[config.mk]
export PLATFORM = sky130hd
export DESIGN_NAME = stack_machine_execute_top
export DESIGN_NICKNAME = d
export VERILOG_FILES = /design/src/rtl/core/sme_pkg.sv /design/src/rtl/core/sme_ram.sv /design/src/rtl/core/sme_ctrl.sv /design/src/rtl/core/sme_iter.sv /design/src/rtl/core/sme_dp.sv /design/src/rtl/core/stack_machine_execute_top.sv
export SDC_FILE = /design/constraint.sdc
export NUM_CORES = 2
export LEC_CHECK = 0
export BUFFER_PORTS_ARGS = -buffer_cell sky130_fd_sc_hd__buf_2
export CAP_MARGIN = 20
export CORE_ASPECT_RATIO = 1.2
export CORE_MARGIN = 2
export CORE_UTILIZATION = 60
export CTS_CLUSTER_DIAMETER = 120
export DETAILED_ROUTE_END_ITERATION = 12
export PLACE_DENSITY = 0.83
export SETUP_SLACK_MARGIN = 0.4
export SLEW_MARGIN = 20
export SYNTH_ARGS = -nofsm -noshare
export SYNTH_HDL_FRONTEND = slang
export SYNTH_HIERARCHICAL = 1
export SYNTH_SLANG_ARGS = --single-unit
[constraint.sdc]
create_clock -name clk_i -period 17.89 [get_ports clk_i]
set_clock_uncertainty 0.2 [all_clocks]
set_input_delay 3.578 -clock clk_i [delete_from_list [all_inputs] [get_ports clk_i]]
set_output_delay 3.578 -clock clk_i [all_outputs]
set_load 0.005 [all_outputs]
[src/rtl/core/sme_pkg.sv]
`default_nettype none
package sme_pkg;

  typedef enum logic [3:0] {
    OP_PUSH_IMM = 4'd0,
    OP_PUSH_REG = 4'd1,
    OP_POP_REG  = 4'd2,
    OP_ADD      = 4'd3,
    OP_SUB      = 4'd4,
    OP_MUL      = 4'd5,
    OP_DIV      = 4'd6,
    OP_SQRT     = 4'd7,
    OP_SIN      = 4'd8,
    OP_COS      = 4'd9,
    OP_IN       = 4'd10,
    OP_OUT      = 4'd11,
    OP_HALT     = 4'd12,
    OP_NOP13    = 4'd13,
    OP_NOP14    = 4'd14,
    OP_NOP15    = 4'd15
  } op_e;

  typedef enum logic [2:0] {
    ST_OK    = 3'd0,
    ST_UNDER = 3'd1,
    ST_OVER  = 3'd2,
    ST_DIVZ  = 3'd3,
    ST_NEGSQ = 3'd4,
    ST_HALT  = 3'd5
  } status_e;

  // controller to datapath
  typedef struct packed {
    logic take;      // latch a new instruction
    logic rd_req;    // issue a stack read at sp-1
    logic pop1;      // capture first popped word (right operand)
    logic pop2;      // capture second popped word (left operand)
    logic start_it;  // start the iterative unit
    logic finish;    // commit result and raise output
  } dp_cmd_t;

  // datapath to controller
  typedef struct packed {
    logic [3:0] op;
    logic       halted;
    logic       it_busy;
    logic       out_busy;
  } dp_stat_t;

endpackage
`default_nettype wire

[src/rtl/core/sme_ram.sv]
`default_nettype none
module sme_ram #(
  parameter int unsigned Width = 32,
  parameter int unsigned Depth = 64
) (
  input  wire logic                     clk_i,
  input  wire logic                     we_i,
  input  wire logic [$clog2(Depth)-1:0] waddr_i,
  input  wire logic [Width-1:0]         wdata_i,
  input  wire logic [$clog2(Depth)-1:0] raddr_i,
  output logic      [Width-1:0]         rdata_o
);
  logic [Width-1:0] mem_q [Depth];

  always_ff @(posedge clk_i) begin
    if (we_i) begin
      mem_q[waddr_i] <= wdata_i;
    end
    rdata_o <= mem_q[raddr_i];
  end
endmodule
`default_nettype wire

[src/rtl/core/sme_ctrl.sv]
`default_nettype none
module sme_ctrl (
  input  wire logic             clk_i,
  input  wire logic             rst_ni,
  input  wire logic             in_valid_i,
  output logic                  in_stall_o,
  input  wire sme_pkg::dp_stat_t stat_i,
  output sme_pkg::dp_cmd_t      cmd_o
);
  import sme_pkg::*;

  typedef enum logic [6:0] {
    S_IDLE  = 7'b0000001,
    S_RD1   = 7'b0000010,
    S_CAP1  = 7'b0000100,
    S_CAP2  = 7'b0001000,
    S_ITER  = 7'b0010000,
    S_WAIT  = 7'b0100000,
    S_DONE  = 7'b1000000
  } state_e;

  state_e state_q, state_d;
  op_e    op;
  logic   two_pops, one_pop, needs_it;

  assign op = op_e'(stat_i.op);
  always_comb begin
    two_pops = (op == OP_ADD) || (op == OP_SUB) || (op == OP_MUL) || (op == OP_DIV);
    one_pop  = (op == OP_POP_REG) || (op == OP_SQRT) || (op == OP_SIN) ||
               (op == OP_COS) || (op == OP_OUT);
    needs_it = (op == OP_DIV) || (op == OP_SQRT);
  end

  assign in_stall_o = (state_q != S_IDLE) || stat_i.out_busy;

  always_comb begin
    state_d = state_q;
    cmd_o   = '0;
    unique case (state_q)
      S_IDLE: begin
        if (in_valid_i && !in_stall_o) begin
          cmd_o.take = 1'b1;
          state_d    = S_RD1;
        end
      end
      S_RD1: begin
        // read of top word issued here; halted, or ops that pop nothing, skip straight on
        if (stat_i.halted || !(two_pops || one_pop)) begin
          state_d = S_DONE;
        end else begin
          cmd_o.rd_req = 1'b1;
          state_d      = S_CAP1;
        end
      end
      S_CAP1: begin
        cmd_o.pop1 = 1'b1;
        if (two_pops) begin
          cmd_o.rd_req = 1'b1;
          state_d      = S_CAP2;
        end else if (needs_it) begin
          state_d = S_ITER;
        end else begin
          state_d = S_DONE;
        end
      end
      S_CAP2: begin
        cmd_o.pop2 = 1'b1;
        state_d    = needs_it ? S_ITER : S_DONE;
      end
      S_ITER: begin
        cmd_o.start_it = 1'b1;
        state_d        = S_WAIT;
      end
      S_WAIT: begin
        if (!stat_i.it_busy) begin
          state_d = S_DONE;
        end
      end
      S_DONE: begin
        cmd_o.finish = 1'b1;
        state_d      = S_IDLE;
      end
      default: state_d = S_IDLE;
    endcase
  end

  always_ff @(posedge clk_i or negedge rst_ni) begin
    if (!rst_ni) begin
      state_q <= S_IDLE;
    end else begin
      state_q <= state_d;
    end
  end
endmodule
`default_nettype wire

[src/rtl/core/sme_iter.sv]
`default_nettype none
module sme_iter (
  input  wire logic        clk_i,
  input  wire logic        rst_ni,
  input  wire logic        start_i,
  input  wire logic        is_sqrt_i,
  input  wire logic [31:0] a_i,
  input  wire logic [31:0] b_i,
  output logic             busy_o,
  output logic [31:0]      res_o
);
  // shared one-bit-per-cycle unit: restoring divide on magnitudes, or
  // digit-by-digit square root (two radicand bits per cycle)
  logic        busy_q, sqrt_q, neg_q;
  logic [5:0]  cnt_q;
  logic [31:0] num_q, den_q, quo_q, rem_q;
  logic [32:0] trial;
  logic [33:0] strial;
  logic [31:0] ma, mb;
  logic [33:0] srem;

  assign ma = a_i[31] ? (32'd0 - a_i) : a_i;
  assign mb = b_i[31] ? (32'd0 - b_i) : b_i;
  assign trial  = {rem_q, num_q[31]} - {1'b0, den_q};
  assign srem   = {rem_q, num_q[31:30]};
  assign strial = srem - {quo_q, 2'b01};

  always_ff @(posedge clk_i or negedge rst_ni) begin
    if (!rst_ni) begin
      busy_q <= 1'b0;
      cnt_q  <= '0;
    end else if (start_i) begin
      busy_q <= 1'b1;
      cnt_q  <= is_sqrt_i ? 6'd16 : 6'd32;
    end else if (busy_q) begin
      cnt_q <= cnt_q - 6'd1;
      if (cnt_q == 6'd1) begin
        busy_q <= 1'b0;
      end
    end
  end

  always_ff @(posedge clk_i) begin
    if (start_i) begin
      sqrt_q <= is_sqrt_i;
      neg_q  <= a_i[31] ^ b_i[31];
      num_q  <= is_sqrt_i ? a_i : ma;
      den_q  <= mb;
      quo_q  <= '0;
      rem_q  <= '0;
    end else if (busy_q) begin
      if (sqrt_q) begin
        num_q <= {num_q[29:0], 2'b00};
        if (!strial[33]) begin
          rem_q <= strial[31:0];
          quo_q <= {quo_q[30:0], 1'b1};
        end else begin
          rem_q <= srem[31:0];
          quo_q <= {quo_q[30:0], 1'b0};
        end
      end else begin
        num_q <= {num_q[30:0], 1'b0};
        if (!trial[32]) begin
          rem_q <= trial[31:0];
          quo_q <= {quo_q[30:0], 1'b1};
        end else begin
          rem_q <= {rem_q[30:0], num_q[31]};
          quo_q <= {quo_q[30:0], 1'b0};
        end
      end
    end
  end

  assign busy_o = busy_q;
  assign res_o  = (!sqrt_q && neg_q) ? (32'd0 - quo_q) : quo_q;
endmodule
`default_nettype wire

[src/rtl/core/sme_dp.sv]
`default_nettype none
module sme_dp #(
  parameter int unsigned StackDepth = 64
) (
  input  wire logic              clk_i,
  input  wire logic              rst_ni,
  input  wire sme_pkg::dp_cmd_t  cmd_i,
  output sme_pkg::dp_stat_t      stat_o,
  input  wire logic [3:0]        operation_i,
  input  wire logic signed [31:0] operand_value_i,
  input  wire logic [1:0]        register_index_i,
  output logic                   out_valid_o,
  output logic signed [31:0]     out_value_o,
  output logic [2:0]             status_o,
  output logic                   res_valid_o,
  input  wire logic              res_stall_i
);
  import sme_pkg::*;

  localparam int unsigned AddrW = $clog2(StackDepth);
  localparam int unsigned SpW   = $clog2(StackDepth + 1);
  localparam logic [SpW-1:0] SpFull = SpW'(StackDepth);

  logic [SpW-1:0]  sp_q, rd_sp_q;
  logic [31:0]     gr_q [4];
  logic            halted_q;
  op_e             op_q;
  logic [31:0]     imm_q;
  logic [1:0]      ri_q;
  logic [31:0]     b_q, a_q;
  status_e         st_q;
  logic [31:0]     rdata;
  logic [AddrW-1:0] raddr;
  logic            we;
  logic [AddrW-1:0] waddr;
  logic [31:0]     wdata;
  logic            it_busy;
  logic [31:0]     it_res;
  logic            rv_q, ov_q;
  logic [31:0]     oval_q;
  logic [2:0]      ost_q;
  logic            push;
  logic [31:0]     pval;
  status_e         fst;
  logic [63:0]     prod;

  // reads track the pointer as pops take place
  assign raddr = AddrW'(rd_sp_q - SpW'(1));

  sme_ram #(.Width(32), .Depth(StackDepth)) u_stack (
    .clk_i  (clk_i),
    .we_i   (we),
    .waddr_i(waddr),
    .wdata_i(wdata),
    .raddr_i(raddr),
    .rdata_o(rdata)
  );

  sme_iter u_iter (
    .clk_i    (clk_i),
    .rst_ni   (rst_ni),
    .start_i  (cmd_i.start_it),
    .is_sqrt_i(op_q == OP_SQRT),
    .a_i      (op_q == OP_SQRT ? b_q : a_q),
    .b_i      (b_q),
    .busy_o   (it_busy),
    .res_o    (it_res)
  );

  assign prod = 64'(a_q) * 64'(b_q);

  always_comb begin
    push = 1'b0;
    pval = '0;
    fst  = st_q;
    unique case (op_q)
      OP_PUSH_IMM, OP_IN: begin push = 1'b1; pval = imm_q; end
      OP_PUSH_REG: begin push = 1'b1; pval = gr_q[ri_q]; end
      OP_ADD: begin push = 1'b1; pval = a_q + b_q; end
      OP_SUB: begin push = 1'b1; pval = a_q - b_q; end
      OP_MUL: begin push = 1'b1; pval = prod[31:0]; end
      OP_DIV: begin
        push = 1'b1;
        if (b_q == 32'd0) begin
          pval = '0;
          if (fst == ST_OK) fst = ST_DIVZ;
        end else begin
          pval = it_res;
        end
      end
      OP_SQRT: begin
        push = 1'b1;
        if (b_q[31]) begin
          pval = '0;
          if (fst == ST_OK) fst = ST_NEGSQ;
        end else begin
          pval = it_res;
        end
      end
      OP_SIN: begin push = 1'b1; pval = '0; end
      OP_COS: begin push = 1'b1; pval = (b_q == 32'd0) ? 32'd1 : 32'd0; end
      default: ;
    endcase
    if (halted_q) begin
      push = 1'b0;
      fst  = ST_HALT;
    end else if (op_q == OP_HALT) begin
      fst = ST_HALT;
    end
    if (push && sp_q >= SpFull && fst == ST_OK) begin
      fst = ST_OVER;
    end
  end

  assign we    = cmd_i.finish && push && (sp_q < SpFull);
  assign waddr = AddrW'(sp_q);
  assign wdata = pval;

  always_ff @(posedge clk_i or negedge rst_ni) begin
    if (!rst_ni) begin
      sp_q     <= '0;
      rd_sp_q  <= '0;
      halted_q <= 1'b0;
      for (int i = 0; i < 4; i++) gr_q[i] <= '0;
      rv_q     <= 1'b0;
    end else begin
      if (rv_q && !res_stall_i) rv_q <= 1'b0;
      if (cmd_i.rd_req && rd_sp_q != '0) begin
        rd_sp_q <= rd_sp_q - SpW'(1);
      end
      if (cmd_i.pop1 || cmd_i.pop2) begin
        sp_q <= rd_sp_q;
      end
      if (cmd_i.finish) begin
        rv_q <= 1'b1;
        if (we) begin
          sp_q    <= sp_q + SpW'(1);
          rd_sp_q <= sp_q + SpW'(1);
        end else begin
          rd_sp_q <= sp_q;
        end
        if (!halted_q && op_q == OP_HALT) halted_q <= 1'b1;
        if (!halted_q && op_q == OP_POP_REG) gr_q[ri_q] <= b_q;
      end
    end
  end

  // popped word is zero on underflow; first fault wins
  logic pop_ok;
  assign pop_ok = (sp_q != rd_sp_q);

  always_ff @(posedge clk_i) begin
    if (cmd_i.take) begin
      op_q  <= op_e'(operation_i);
      imm_q <= operand_value_i;
      ri_q  <= register_index_i;
      b_q   <= '0;
      a_q   <= '0;
      st_q  <= ST_OK;
    end
    if (cmd_i.pop1) begin
      b_q <= pop_ok ? rdata : 32'd0;
      if (!pop_ok) st_q <= ST_UNDER;
    end
    if (cmd_i.pop2) begin
      a_q <= pop_ok ? rdata : 32'd0;
      if (!pop_ok && st_q == ST_OK) st_q <= ST_UNDER;
    end
    if (cmd_i.finish) begin
      ost_q  <= fst;
      ov_q   <= !halted_q && op_q == OP_OUT && st_q == ST_OK;
      oval_q <= (!halted_q && op_q == OP_OUT && st_q == ST_OK) ? b_q : 32'd0;
    end
  end

  assign out_valid_o = ov_q;
  assign out_value_o = oval_q;
  assign status_o    = ost_q;
  assign res_valid_o = rv_q;

  assign stat_o.op       = op_q;
  assign stat_o.halted   = halted_q;
  assign stat_o.it_busy  = it_busy;
  // a waiting word blocks new work only when it is still held
  assign stat_o.out_busy = rv_q && res_stall_i;
endmodule
`default_nettype wire

[src/rtl/core/stack_machine_execute_top.sv]
// each instruction steps through the controller states in order: take in idle,
// rd1, cap1 for pops, cap2 for binary ops, iter and wait for sqrt and div (one
// shared iterative unit) and done, which commits the result
// one instruction at a time; sqrt and div hold the input for their iterations
// a word held on a stalled output blocks the next instruction until it leaves
// reset: asynchronous, clears pointer, registers, halt flag; stack ram not cleared
`default_nettype none
module stack_machine_execute_top #(
  parameter int unsigned STACK_DEPTH = 64
) (
  input  wire logic               clk_i,
  input  wire logic               rst_ni,
  input  wire logic               in_valid_i,
  output logic                    in_stall_o,
  input  wire logic [3:0]         operation_i,
  input  wire logic signed [31:0] operand_value_i,
  input  wire logic [1:0]         register_index_i,
  output logic                    res_valid_o,
  input  wire logic               res_stall_i,
  output logic                    out_valid_o,
  output logic signed [31:0]      out_value_o,
  output logic [2:0]              status_o
);
  import sme_pkg::*;

  dp_cmd_t  cmd;
  dp_stat_t stat;

  sme_ctrl u_ctrl (
    .clk_i     (clk_i),
    .rst_ni    (rst_ni),
    .in_valid_i(in_valid_i),
    .in_stall_o(in_stall_o),
    .stat_i    (stat),
    .cmd_o     (cmd)
  );

  sme_dp #(.StackDepth(STACK_DEPTH)) u_dp (
    .clk_i           (clk_i),
    .rst_ni          (rst_ni),
    .cmd_i           (cmd),
    .stat_o          (stat),
    .operation_i     (operation_i),
    .operand_value_i (operand_value_i),
    .register_index_i(register_index_i),
    .out_valid_o     (out_valid_o),
    .out_value_o     (out_value_o),
    .status_o        (status_o),
    .res_valid_o     (res_valid_o),
    .res_stall_i     (res_stall_i)
  );

  a_one_start: assert property (@(posedge clk_i) disable iff (!rst_ni)
    cmd.start_it |=> stat.it_busy) else $error("iterative unit did not start");
  a_finish_valid: assert property (@(posedge clk_i) disable iff (!rst_ni)
    cmd.finish |=> res_valid_o) else $error("finished word not shown");
  a_no_take_busy: assert property (@(posedge clk_i) disable iff (!rst_ni)
    cmd.take |-> !(res_valid_o && res_stall_i)) else $error("took while blocked");
endmodule
`default_nettype wire

## Yosys cells after proc, flatten, opt, wreduce, memory -nomap -nowiden

Memory sizes are Yosys's and may differ from the RTL's. A register that Yosys moved wholly into a read port is not among the register bits.
Index checks and enable logic that the tools add are counted.

- Bits in registers: 429
- RAM bits: 2048
- Bits of input ports: 42
- Memories: 1

Memory list:

| memory | words | bits a word | rd ports | clocked after memory_dff | write ports | line | RTL |
|---|---|---|---|---|---|---|---|
| u_dp.u_stack.mem_q | 64 | 32 | 1 | 1 | 1 | sme_ram.sv:13 | `logic [Width-1:0] mem_q [Depth];` |

- Add/subtract/negate cells: 10
- Multiply operators: 1
- $lt $le $gt $ge: 4
- Eq/ne operators: 24
- Mux-type cells: 73
- Bitwise operators: 2
- Reduce and logical (&&, ||, !) cells: 48

Operators with widths:

| cell | number |
|---|---|
| $mux W32 | 19 |
| $pmux W32 S8 | 1 |
| $bwmux W128 | 1 |
| $sub A1 B32 Y32 const A | 3 |
| $mux W7 | 11 |
| $bmux W32 S2 | 1 |
| $demux W32 S2 | 1 |
| $pmux W7 S6 | 1 |
| $sub A34 B34 Y34 | 1 |
| $mux W3 | 11 |
| $sub A33 B32 Y33 | 1 |
| $add A32 B32 Y32 | 1 |
| $logic_not A32 Y1 | 1 |
| $mul A32 B32 Y32 | 1 |
| $sub A32 B32 Y32 | 1 |
| $mux W31 | 1 |
| $mux W1 | 21 |
| $eq A4 B4 Y1 const B | 5 |
| $mux W6 | 3 |
| $eq A4 B3 Y1 const B | 4 |
| $logic_and A1 B1 Y1 | 15 |
| $logic_or A1 B1 Y1 | 12 |
| $reduce_bool A2 Y1 | 5 |
| $reduce_or A10 Y1 | 1 |
| other kinds (31) | 40 |

## Depth between registers and ports, before layout

- Word-level depth: 13
- Depth in mapped cells: 29

## By module

The synthesis kept the hierarchy.

Modules (own cells, without submodules):

| module | instances | cells each | area an instance (µm²) | seq. area each (µm²) |
|---|---|---|---|---|
| sme_ram | 1 | 3324 | 78515.3 | 62139.6 |
| sme_dp | 1 | 3130 | 31152.4 | 7807.5 |
| sme_iter | 1 | 1408 | 11751.3 | 3438.3 |
| sme_ctrl | 1 | 61 | 514.2 | 176.4 |

## Worst setup path after synthesis

Ideal clock, no wire load.

- Path kind: in2reg
- Start point: in res_stall_i
- End point: reg u_dp.a_q[0] (enable)
- Data arrival time: 9.083 ns
- Data required time: 17.315 ns
- Setup slack: 8.232 ns
- Cell stages on the path: 4
- Path through: and2_1 nor2b_1 nor4b_1 or2_2

RTL lines:

| item | line | RTL |
|---|---|---|
| from (decl) | stack_machine_execute_top.sv:19 | `input wire logic res_stall_i,` |
| to (signal assigned) | sme_dp.sv:166 | `a_q <= pop_ok ? rdata : 32'd0;` |
| to (decl) | sme_dp.sv:30 | `logic [31:0] b_q, a_q;` |

## Worst setup path after layout

- Start point: reg u_dp.a_q[13]
- End point: mem u_dp.u_stack.mem_q[17][30] (data pin)

- Cells in the longest elaborated chain, start to end: 2
- Elaborated cells on any way between the ends: 4

RTL lines:

| item | line | RTL |
|---|---|---|
| $mul A32 B32 Y32 (tied with other cells) | sme_dp.sv:70 | `assign prod = 64'(a_q) * 64'(b_q);` |
| $pmux W32 S8 * | sme_dp.sv:76 | `unique case (op_q)` |
| via u_dp.pval[30] | sme_dp.sv:43 | `logic [31:0] pval;` |
| to (decl) | sme_ram.sv:13 |  |

The timed path passes the listed nets; every way through them passes the cells marked *.

==> impl_metrics.ini <==
[logic_synthesis]
synthXorXnorAreaFrac_pct = 2.16
synth_largest_type_area_fraction_pct = 55.5
ys_ff_latch = 2509
synth_edf_count = 2252
main_combinational_cell_family_by_area_after_synthesis = multiplexers
syn-mean-instance-area_um2 = 15.4
async_flop_share_pct = 6.30
synthFlopType = sky130_fd_sc_hd__edfxtp_1
postSynthCellCount = 7923
synthesis.nets = 8603
synth.area.top_cells = sky130_fd_sc_hd__edfxtp_1 (55%), sky130_fd_sc_hd__mux4_2 (11%), sky130_fd_sc_hd__fa_1 (6.7%), sky130_fd_sc_hd__dfrtp_1 (3.2%), sky130_fd_sc_hd__ha_1 (2.3%)
sequential_element_share_of_the_synthesized_area_pct = 60.3
synthAdderAreaFrac_pct = 9.07
post_synth_num_cell_types = 106
synth.area.mux_share_pct = 13.1
synth_simple_gate_area_share_pct = 6.77
share_of_the_synthesized_area_in_compound_gates_ao_oa_aoi_oai_pct = 5.19
synthDominantAreaCellType = sky130_fd_sc_hd__edfxtp_1
synth_area_um2 = 122000
ys_warn_count = 6

[die]
design.core.area_um2 = 202000
num_rows = 181
initial_utilization_pct = 60.3
fp.dieH_um = 498
chipWidth_um = 416
floorplan.io_pins = 80
die_area_um2 = 207000

[critical_path]
cp_data_required_time_ns = 18.30
path_cells = and2_1 -> fa_1 -> fa_1 -> fa_1 -> inv_1 -> fa_1 -> inv_1 -> fa_1 -> fa_1 -> fa_1 -> inv_1 -> fa_1 -> inv_1 -> ha_1 -> a21o_1 -> a21o_1 -> a21oi_1 -> o21ai_0 -> o21ai_0 -> a31oi_1 -> a21oi_1 -> mux2_2 -> o21ai_4 -> buf_4
slowest_delay_ns = 1.01
critPathMaxFanout = 64
worst_ep_arrival_time_ns = 9.50
path_common_cell = sky130_fd_sc_hd__fa_1
rrSetupSlack_ns = 8.80
worst_path_max_delay_cell = sky130_fd_sc_hd__edfxtp_1
reg2regPathDepth = 24
crit_path_start_kind = flop
cp-end-kind = flop
critPathKind = flop to flop

[layout]
post_route_cells_drive_above_1_share_pct = 18.5
flow.area_growth_from_synthesis_pct = 10.1
most-common-layout-cells = sky130_fd_sc_hd__edfxtp_1 (2,252), sky130_fd_sc_hd__mux4_2 (576), sky130_fd_sc_hd__nand2_1 (555)
layout_commonest_cell = sky130_fd_sc_hd__edfxtp_1
layout.filler_cells = 12700
fin_nets = 8682

[timing]
finalWorstPathRequiredPeriod_ns = 9.09
timing.final.crit_share_pct = 50.8
worst_slew_margin_rel_pct = 12.9
timing.setup.tns_ns = 0
hold_viol = 0
final_max_slew_viol_count = 0
grt_setup_unrepaired = false
hold-worst-slack_ns = 0.284
achievable-frequency_ghz = 0.110
max_slew.worst_pin.slew_ns = 1.31
finalSetupViolations = 0

[cts]
max-clock-path-buffers = 3
cts.repair_timing.setup_buffer_count = 0
cts_max_level = 4
clock_tree_from_tritoncts = built
clkSlewWorstSetupHoldPaths_ns = 0.07
ctsRootBufferMaster = sky130_fd_sc_hd__clkbuf_16
holdBufCountCts = 0
insertion_delay_ns = 0.96
cts_made_buffers = 224
ctsResizeCount = 0
clock_sink_count = 2509

[global_route]
wire_length_of_the_first_global_routing_pass_um = 549000
grtUsageTotal_pct = 37.3
grt_antenna_before_repair = 22
grt_max_degree = 135
grt-ovfl-total = 0
grt_pass1_vias = 78300

[placed_design]
port_buffers = 79
dp_hpwl_um = 215000
place_congestion = 0.980

[hold_path]
worstHoldPathCells = 2
hold_path.class = flop to flop

[detailed_routing]
route.antenna.remaining_nets = 0
totalWireLength_um = 380000
wire_per_inst_um = 35.0
firstDrtPassIters = 7
drt-vias-per-instance = 7.01
route.vias.total = 76100
drt_iter0_drc = 11600
route.detailed.drc = 0

[status]
status = completed

[flow_run]
max-cap-violations = 0
-- cell families after synthesis --
kind of cell / count (synthesis)
flops: 2509
simple gates: 1658
buf+inv: 1021
compound gates: 933
mux: 863
fa+ha+maj: 638
xor+xnor: 301
-- critical path: cells and delay by family (launching register included) --
family          cells  cell delay [ns]
compound gates      8             1.52
fa+ha+maj           9             4.44
buf+inv             5             0.81
flops               1             1.01
mux                 1             0.44
simple gates        1             0.26
-- flip-flops by register name, summed over array words and instances, names as in the netlist, 2 cells and up --
| register | count |
|---|---|
| u_dp/status_o | 3 |
| u_dp/op_q | 4 |
| u_dp/ri_q | 2 |
| u_dp/u_iter/quo_q | 32 |
| u_dp/u_stack/mem_q | 2048 |
| u_dp/st_q | 3 |
| u_dp/rd_sp_q | 7 |
| u_dp/a_q | 32 |
| u_dp/u_iter/num_q | 32 |
| u_dp/gr_q | 128 |
| u_dp/u_stack/rdata_o | 32 |
| u_dp/sp_q | 7 |
| u_dp/u_iter/den_q | 32 |
| u_dp/imm_q | 32 |
| u_ctrl/state_q | 7 |
| u_dp/b_q | 32 |
| u_dp/out_value_o | 32 |
| u_dp/u_iter/cnt_q | 6 |
| u_dp/u_iter/rem_q | 32 |
-- routing by layer --
layer  share of wire [%]  vias to the layer above  track usage (%)
met5               0.050                        -            0.209
met1                  31                    38100             43.8
li1                    -                    29800                -
met3                  11                     1767             8.93
met2                  47                     6400             59.0
met4                  10                       22             30.1
-- cells in the mapped netlist (all sizes together) (15+ instances only) --
cell type / number
mux4: 576
dfrtp: 157
nor2: 306
nor3: 55
mux2: 122
nand3: 65
dfxtp: 99
clkbuf: 312
a22oi: 18
buf: 150
a31oi: 35
o221ai: 41
a222oi: 25
inv: 558
ha: 228
o22ai: 90
nand4: 26
nor2b: 42
o21ai: 160
nor4: 19
fa: 410
edfxtp: 2252
or2: 18
nand2b: 46
and3: 90
a21o: 65
o211ai: 49
a211oi: 32
and2: 354
o31ai: 37
mux2i: 165
nand2: 559
xor2: 99
xnor2: 202
or3: 26
o21a: 15
a21oi: 209
-- worst paths after layout --
check,startpoint,to
max in group asynchronous,rst_ni,u_dp/u_iter/busy_o
min reg2reg,u_dp/gr_q[73],u_dp/gr_q[73]
min in group asynchronous,rst_ni,u_dp/gr_q[110]
min,u_dp/gr_q[73],u_dp/gr_q[73]
max,u_dp/a_q[13],u_dp/u_stack/mem_q[17][30]
max reg2reg,u_dp/a_q[13],u_dp/u_stack/mem_q[17][30]
-- cell type report --
type	count	area, µm²	area share, %
clock buffer	270	5880	4.38
tap	2653	3320	2.47
antenna	11	27.5	0.0205
clock inverter	144	1910	1.42
timing repair buffer	315	2240	1.67
sequential	2509	73600	54.8
multi-input combinational	4393	45200	33.7
inverter	559	2120	1.58
-- per-stage QoR --
stage | instance area (µm²) | std cells | util, % | setup WS [ns]
after floorplan | 122000 | 7923 | - | 8.23
after global placement | 126000 | 10400 | 62.5 | 9.07
after detailed placement | 126000 | 10400 | 62.5 | 8.87
after CTS | 134000 | 10800 | 66.3 | 8.86
after global routing | 134000 | 10800 | 66.4 | 8.48
final | 134000 | 10900 | 66.4 | 8.80
Power is left out: the tool's default activity adds up to more than one toggle a clock period on the data nets, which glitch-free logic cannot reach.
